File: src/sv/sfh_ram.sv
// ----------------------------------------------------------------------------
// sfh_ram
// simple dual-port ram, one write port, one read port with registered data
// ----------------------------------------------------------------------------
module sfh_ram #(
   parameter int WIDTH = 32,
   parameter int DEPTH = 32
) (
   input  logic                     clock,
   input  logic                     wr_en,
   input  logic [$clog2(DEPTH)-1:0] wr_addr,
   input  logic [WIDTH-1:0]         wr_data,
   input  logic                     rd_en,
   input  logic [$clog2(DEPTH)-1:0] rd_addr,
   output logic [WIDTH-1:0]         rd_data
);

   logic [WIDTH-1:0] mem_ff [DEPTH];
   logic [WIDTH-1:0] rd_data_ff;

   always_ff @(posedge clock) begin
      if (wr_en) begin
         mem_ff[wr_addr] <= wr_data;
      end
      if (rd_en) begin
         rd_data_ff <= mem_ff[rd_addr];
      end
   end

   assign rd_data = rd_data_ff;

endmodule

File: config.mk
export PLATFORM = sky130hd
export DESIGN_NAME = sfh_ram
export DESIGN_NICKNAME = d
export VERILOG_FILES = /design/src/sv/sfh_ram.sv
export SDC_FILE = /design/constraint.sdc
export NUM_CORES = 1
export LEC_CHECK = 0
export ABC_CLOCK_PERIOD_IN_PS = 4900
export BUFFER_PORTS_ARGS = -buffer_cell sky130_fd_sc_hd__buf_2
export CELL_PAD_IN_SITES_DETAIL_PLACEMENT = 1
export CELL_PAD_IN_SITES_GLOBAL_PLACEMENT = 2
export CORE_MARGIN = 1
export CORE_UTILIZATION = 37
export DETAILED_ROUTE_END_ITERATION = 10
export PLACE_DENSITY = 0.71
export SLEW_MARGIN = 20
export SYNTH_ARGS = -nofsm -noshare
export SYNTH_HDL_FRONTEND = slang
export SYNTH_SLANG_ARGS = --single-unit
File: constraint.sdc
create_clock -name clock -period 4.9 [get_ports clock]
set_input_delay 1.225 -clock clock [delete_from_list [all_inputs] [get_ports clock]]
set_output_delay 1.225 -clock clock [all_outputs]
set_load 0.02 [all_outputs]
==> impl_summary.md, run 1 <==
Worst setup path
The combined buffer and inverter count along the critical path is 3. The kind of end point of the critical path is a register. The cell family contributing the most delay on the critical path is buffers and inverters. The cell with the biggest individual delay on the critical path is buf_8. The maximum fanout along the worst path is 50.

The critical path goes through buf_8 > buf_12 > buf_12 > mux2i_1 > a22o_1 > nor3_1 > a31oi_1 > nand3_1. For the worst setup path, the data arrival time is 3400 ps. The cell with the most instances on the worst path is buf_12. The largest stage delay on the critical path is 420 ps. The element type at the critical path start is an input pin. The worst setup path category is in2reg. At the worst endpoint, the required time is 5290 ps.

Power
The sequential cell fraction of total power is 53.5%. The analysis attributes to net switching a power of 0.004178 W. The worst IR drop on VDD is 272.8 µV. The switching part of the total is 22.05%. For this design the static power due to leakage is 16.02 nW. The clock network burns 41.3% of the power. For this design the ratio of total power to cell area is 405.8 nW/µm².

Cell internal power was estimated by the tool at 0.01477 W. Of the total power, combinational logic draws 5.2%.

Synth
Synthesis produced a netlist whose cell count is 2260. Each instance of the synthesized netlist takes up on average 18.06 µm². Sequential elements use 77.71% of the synthesized area. Counting flops with a built-in enable in the synthesized netlist gives 1056. The most common cell in the synthesized netlist is edfxtp_1.

The fraction of synthesized cell area taken by the top area cell type is 77.71%. The synthesized design spends more area on one cell type than any other, namely edfxtp_1. By area the synthesized netlist is led by edfxtp_1 (78%), mux2i_1 (13%), a22oi_1 (1.8%), a22o_1 (1.4%), nand3_1 (1.2%). The number of nets in the synthesized netlist is 2305. The count of cell types in the netlist is 24. Summing every instance area after synthesis gives 40810 µm². The async set-or-reset flop fraction in the synthesized netlist is 0%. Yosys printed 0 warnings. The most used flip-flop cell after synthesis is edfxtp_1. After synthesis the netlist holds a flip-flop and latch count of 1056.

In the synthesized netlist, the cells that appear most often are edfxtp_1 (1056), mux2i_1 (512), nand2_1 (98), nand3_1 (98).

Finish
The antenna diode instance count is 0. The fraction of final layout cells sized beyond drive strength 1 is 13.66%. The area taken by multi-input logic gates is 8610 µm². The net count of the finished layout is 2445. The flip-flop and latch area is 31710 µm². The area growth from synthesis to layout is 14.42%. Measured on the finished design, the core utilization comes to 42.77%.

Fill cells in the final layout number 10480.

Drt
The post-route antenna net violation count is 0. The number of detailed-routing iterations run before antenna repair is 6. The via count is 21460. The total DRC errors in the routed layout is 0. The DRC marker count from the first detailed-route iteration is 1857.

After detailed routing, the average wire length per cell comes to 28.39 µm. The wire length after detailed routing is 112600 µm. The via density per instance is 5.411.

Global route
The total overflow left after global routing is 0. The first global-routing pass estimated 161700 µm of wire. The total global-route track usage is 20.11%. The via count of the first global-routing pass is 22780.

The initial antenna violation count is 7. Entering global routing, the biggest net connects 79 pins.

STA
For the pin with the worst max-slew slack, the measured transition is 892.8 ps. Timing would allow up to 332.2 MHz. The max-slew violation count is 0. Adding up every negative setup slack in the final design gives 0 ps. In this run the tightest slew margin relative to its limit is 40.34%. Setup repair after global routing left no endpoint under its margin. The clock skew after layout is 22.55 ps. Of the available clock period, the critical path in the final layout requires 61.43%. The count of final setup violators is 0. The routed design could run at a clock period as short as 3010 ps. The count of endpoints failing hold in the final timing report is 0.

CTS
The number of hold buffers added after CTS was 0. The clock insertion delay at the later pin of the skew report is 700 ps. The total CTS buffers is 109.

The cell at the root of the clock tree is clkbuf_16. In this run the post-CTS setup repair buffer count came out at 0. The total clock sinks is 1056. TritonCTS built the clock tree.

The maximum level of the CTS H-tree is 3. After clock tree synthesis, the clock-pin slew on the worst setup and hold paths is 60 ps. The maximum clock insertion buffer count is 3. The number of gates resized after CTS was 0.

Status
The flow ran to the end, and the final reports show no timing, DRC or antenna violations.

Floorplanning
The floorplan step defined a core boundary enclosing 109200 µm². The initial cell density of the core is 37.38%. In this run the vertical extent of the chip is 334.1 µm.

The standard-cell row count is 121. From left edge to right edge, the die measures 334.1 µm. The top-level I/O count is 77. The area enclosed by the die boundary is 111600 µm².

Place
The weighted congestion reported at the end of routability-driven placement is 0.7721. The number of I/O port buffers is 76. The total half-perimeter wirelength after legalization and detailed placement is 60580 µm.

Min path
The class of the tightest hold or removal check is reg2reg.

Job
The tool flagged a number of max-cap violations equal to 0.
[layer usage]
metal,part of all wire [%],GRT usage (%)
met1,44,26.90
met2,50,34.50
met3,4.2,2.563
met4,2.2,5.348
met5,0.016,0
[sequential cells by signal, summed over array words and instances (netlist names)]
| signal | cells |
|---|---|
| mem_ff | 1024 |
| rd_data | 32 |
[stage by stage]
step	worst slack, ps	hold slack, ps	cell area, µm²	std cells	total power, W
after global placement	1183	663.5	43360	3765	0.01129
after detailed placement	1214	669.6	43360	3765	0.01132
final	1890	679.4	46690	3965	0.01895
after CTS	1969	684.6	46690	3965	0.01910
after global routing	1830	712.1	46690	3965	0.01948
after floorplan	1241	629.3	40810	2260	0.01085
[worst reg2reg max path: stages, from the launching register on]
cell and delay (ps):
edfxtp_1 350, mux2i_1 260, a22o_1 170, nor3_1 40
a31oi_1 350, nand3_1 230
[layout make-up]
| type | instances | area share (%) |
|---|---|---|
| Clock inverter | 63 | 1.021 |
| Multi-Input combinational cell | 1077 | 18.44 |
| Timing Repair Buffer | 156 | 2.551 |
| Tap cell | 1476 | 3.956 |
| Sequential cell | 1056 | 67.92 |
| Clock buffer | 137 | 6.113 |
[cells in the final DEF, fill, tap and decap left out]
cell / instances
inv_16: 2
nand3b_1: 5
clkinvlp_4: 2
or3b_2: 3
a21oi_1: 96
and2b_4: 1
mux2i_1: 512
nand2_1: 97
nor2_1: 1
clkinv_8: 3
a22oi_1: 96
clkinv_2: 17
nor2_4: 33
and2_4: 1
clkbuf_1: 27
a22o_1: 64
nand3_1: 98
nor2b_4: 1
buf_2: 75
a31oi_1: 32
buf_12: 16
buf_8: 1
buf_4: 64
or2_2: 1
clkbuf_16: 110
bufinv_16: 5
or3_1: 1
inv_6: 2
edfxtp_1: 1056
nor3_1: 32
nand2_2: 1
clkinv_1: 32
nand2b_2: 2
[cells by family after synthesis]
kind of cell	after synthesis	share of synthesized area, %
compound gates	288	4.808
flops	1056	77.71
simple gates	277	3.076
mux	512	12.56
buf+inv	127	1.846
[power groups by stage]
| stage | Combinational (W) | Sequential, W | Clock, W |
|---|---|---|---|
| floorplan | 0.000519 | 0.0103 | 0 |
| global placement | 0.000964 | 0.0103 | 0 |
| detailed placement | 0.000990 | 0.0103 | 0 |
| CTS | 0.000994 | 0.0101 | 0.00797 |
| global route | 0.00105 | 0.0101 | 0.00828 |
| finish | 0.000986 | 0.0101 | 0.00782 |
[path summary, 6_finish.rpt]
check | start | to | slack (ps) | cells past startpoint
setup reg to reg | mem_ff[5][15] | rd_data[15] | 3190 | 5
hold reg to reg | mem_ff[16][4] | rd_data[4] | 680 | 4
setup / recovery | rd_addr[0] | rd_data[14] | 1890 | 8
hold / removal | mem_ff[16][4] | rd_data[4] | 680 | 4
No activity file was read; power rests on OpenSTA's default activity.
==> inputs of run 2 (changes only) <==
Settings changed: ABC_CLOCK_PERIOD_IN_PS 4900 to 3100.
Clock period 4.9 ns to 3.1 ns, I/O delays scaled along.
==> run 2 against run 1 <==
Compared with the run above: sequential share of layout area down 2.0 points; global-route usage shrank 0.26 points; flip-flop and latch count is the same; clock power grew 75%; design area increased by 3.1%; die area did not move; cell count increased by 1.6%; power rose by 65%; combinational power grew 65%; non-clock buffer count increased by 49; setup slack worse by 1100 ps; critical endpoint is now rd_data[10]; first-iteration DRC count decreased by 18%.
==> impl_summary.md, run 2 (synthesized netlist as in run 1, its figures left out) <==
Drt
The via density per instance is 5.340 (was 5.411). The via count is 21500 (was 21460). The top metal layer carrying routed signals is met5 (unchanged).

The amount of wire on met3 after detailed routing is 5033 µm (was 4678 µm). The number of detailed-routing iterations run before antenna repair is 5 (was 6). The wire length after detailed routing was 111400 µm (was 112600 µm). The sum of routed wire segments on met1 is 47030 µm (was 49160 µm). The wire length on met2 is 56480 µm (was 56300 µm). The DRC marker count from the first detailed-route iteration is 1522 (was 1857). The average routed wire per standard cell came to 27.65 µm (was 28.39 µm). The post-route antenna net violation count is 0 (unchanged).

The total DRC errors in the routed layout is 0 (unchanged).

Worst setup path
Crit path cell chain: buf_8 > buf_12 > buf_4 > mux2i_1 > a22o_1 > nor3_1 > a31oi_1 > nand3_1 (was buf_8 > buf_12 > buf_12 > mux2i_1 > a22o_1 > nor3_1 > a31oi_1 > nand3_1). The largest stage delay on the critical path came to 310 ps (was 420 ps). The beginning of the worst register-to-register path is mem_ff[0][10] (was mem_ff[5][15]). The cell family contributing the most delay on the critical path is buffers and inverters (unchanged). The maximum fanout along the worst path is 31 (was 50). The combined buffer and inverter count along the critical path is 3 (unchanged).

The element type at the critical path start is an input pin (unchanged). The kind of end point of the critical path is a register (unchanged). The worst endpoint required time is 3410 ps (was 5290 ps). The worst setup path category was in2reg (unchanged). The origin of the worst setup path is rd_addr[0] (unchanged). The data arrival time of the worst path is 2650 ps (was 3400 ps). The cell with the biggest individual delay on the critical path is nand3_1 (was buf_8).

Power
The fraction of power consumed by the clock network was 43.7% (was 41.3%). The total power per unit cell area is 651.3 nW/µm² (was 405.8 nW/µm²). The logic gate share of total power is 5.2% (about the same). The worst IR drop on VDD was 425.3 µV (was 272.8 µV). The total power is 0.03134 W (was 0.01895 W).

The internal power summed over all cells is 0.02465 W (was 0.01477 W). The reported net switching power is 0.006694 W (was 0.004178 W). The switching part of the total is 21.36% (was 22.05%). The sequential cell fraction of total power came to 51.1% (was 53.5%).

The standby leakage power came to 16.64 nW (was 16.02 nW).

Status
Result of the run: completed (unchanged).

STA
The least setup slack across all paths after layout is 766.4 ps (was 1890 ps). The count of final setup violators was 0 (unchanged). Subtracting the final worst setup slack from the clock period gives 2334 ps.

The transition at the pin with the smallest max-transition slack is 712.8 ps (was 892.8 ps). The max-slew violation count came to 0 (unchanged). The clock skew after layout is 20.23 ps (was 22.55 ps). The post-route clock period utilization is 75.28%. Setup repair after global routing missed its margin: no (unchanged). The tightest slew margin relative to the limit came to 52.48% (was 40.34%). Based on the critical path, the design can be clocked at up to 428.5 MHz. The count of endpoints failing hold in the final timing report is 0 (unchanged).

CTS
The number of buffers inserted to repair setup after CTS is 0 (unchanged). The total CTS buffers is 110 (was 109). The maximum clock insertion buffer count came to 3 (unchanged). The clock insertion delay at the later pin of the skew report is 690 ps (was 700 ps).

The maximum level of the CTS H-tree is 3 (unchanged). The cell at the root of the clock tree is clkbuf_16 (unchanged). The total clock sinks is 1056 (unchanged).

The number of buffers added to fix hold violations after cts is 0 (unchanged). The TritonCTS clock tree is done (unchanged). The number of gates resized after CTS is 0 (unchanged). The clock-pin slew on the worst setup and hold paths is 60 ps (about the same).

Place
The weighted congestion reported at the end of routability-driven placement is 0.7489 (was 0.7721). The cell total after placement came to 3814 (was 3765). The number of I/O port buffers is 76 (unchanged).

The total half-perimeter wirelength after legalization and detailed placement came to 61170 µm (was 60580 µm). The cell area reported after detailed placement is 44330 µm² (was 43360 µm²). The post-placement setup slack is 39.15 ps (was 1214 ps).

Floorplanning
The standard-cell row count came to 121 (unchanged). The core outline area is 109200 µm² (unchanged). The top-level I/O count was 77 (unchanged).

The floorplan die width is 334.1 µm (unchanged). The vertical die dimension is 334.1 µm (unchanged). The area enclosed by the die boundary is 111600 µm² (unchanged). The initial cell density of the core was 37.38% (unchanged).

Finish
The count of nets after finishing was 2495 (was 2445). The register ranked first by flip-flop count is mem_ff (unchanged). The number of flip-flops in the largest register was 1024 (unchanged). The post-layout utilization of the core is 44.08% (was 42.77%). The count of fill cells added during filler insertion is 10350 (was 10480). Top library cells by usage in the layout, fill and taps aside: edfxtp_1 (1056), mux2i_1 (512), clkbuf_16 (111) (was edfxtp_1 (1056), mux2i_1 (512), clkbuf_16 (110)). The summed area of non-filler cells in the final layout is 48120 µm² (was 46690 µm²). The most common library cell in the layout ignoring fill and taps is edfxtp_1 (unchanged). The fraction of final layout cells sized beyond drive strength 1 is 16.46% (was 13.66%). The signed area change from the synthesized netlist to the final layout is 17.92% (was 14.42%). The number of standard cells in the final layout excluding fillers is 4027 (was 3965).

Global route
The total global-route track usage is 19.85% (was 20.11%). The via count of the first global-routing pass is 22840 (was 22780). The wire length of the first global-routing pass is 159000 µm (was 161700 µm).

The sum of overflow across all layers after global routing is 0 (unchanged). The initial antenna violation count is 8 (was 7). The pin count of the biggest net entering global routing is 69 (was 79).

Min path
The class of the tightest hold or removal check is in2reg (was reg2reg). The startpoint of the most critical hold path is wr_data[11] (was mem_ff[16][4]).

Job
The number of max-cap violations came to 0 (unchanged).
-- run 2: cell types whose count changed in the layout (fill, tap and decap cells not counted), moves of 6 or more --
| cell | previous run | this run |
|---|---|---|
| buf_12 | 16 | 64 |
| bufinv_16 | 5 | 19 |
| clkbuf_1 | 27 | 15 |
| clkinv_1 | 32 | 21 |
| clkinvlp_4 | 2 | 10 |
| clkinv_2 | 17 | 24 |
| diode_2 | 0 | 6 |
-- run 2: worst paths after layout --
| check | slack [ps] | depth (start not counted) | end |
|---|---|---|---|
| worst max register to register | 1430 | 5 | rd_data[10] |
| worst min-delay path | 570 | 1 | mem_ff[5][11] |
| worst min register to register | 670 | 4 | rd_data[20] |
| worst max-delay path | 770 | 8 | rd_data[10] |
-- run 2: layout make-up --
class                      count  area (µm²)  share of cell area [%]
clock inverter                81       943.4                   1.961
multi-input combinational   1077        8610                   17.89
clock buffer                 126        2834                   5.890
timing repair buffer         205        2160                   4.488
tap                         1476        1847                   3.838
antenna                        6       15.01                 0.03120
sequential                  1056       31710                   65.90
-- run 2: per-stage QoR --
step	hold WS (ps)	setup TNS, ps
finish	571.5	0
global route	577.1	0
CTS	536.1	0
detailed placement	675.0	0
global placement	660.3	0
floorplan	629.3	-26990
-- run 2: metal layers --
layer | GRT usage (%) | up-vias
met5 | 0 | -
li1 | - | 9415
met2 | 34.73 | 531
met4 | 5.758 | 8
met3 | 3.154 | 170
met1 | 25.34 | 11380
-- run 2: power groups by stage --
stage                     logic [W]  clock network [W]  registers [W]
after CTS                   0.00164             0.0139         0.0160
final                       0.00163             0.0137         0.0160
after global placement      0.00159                  0         0.0163
after detailed placement    0.00163                  0         0.0163
after floorplan            0.000821                  0         0.0163
after global routing        0.00174             0.0144         0.0160
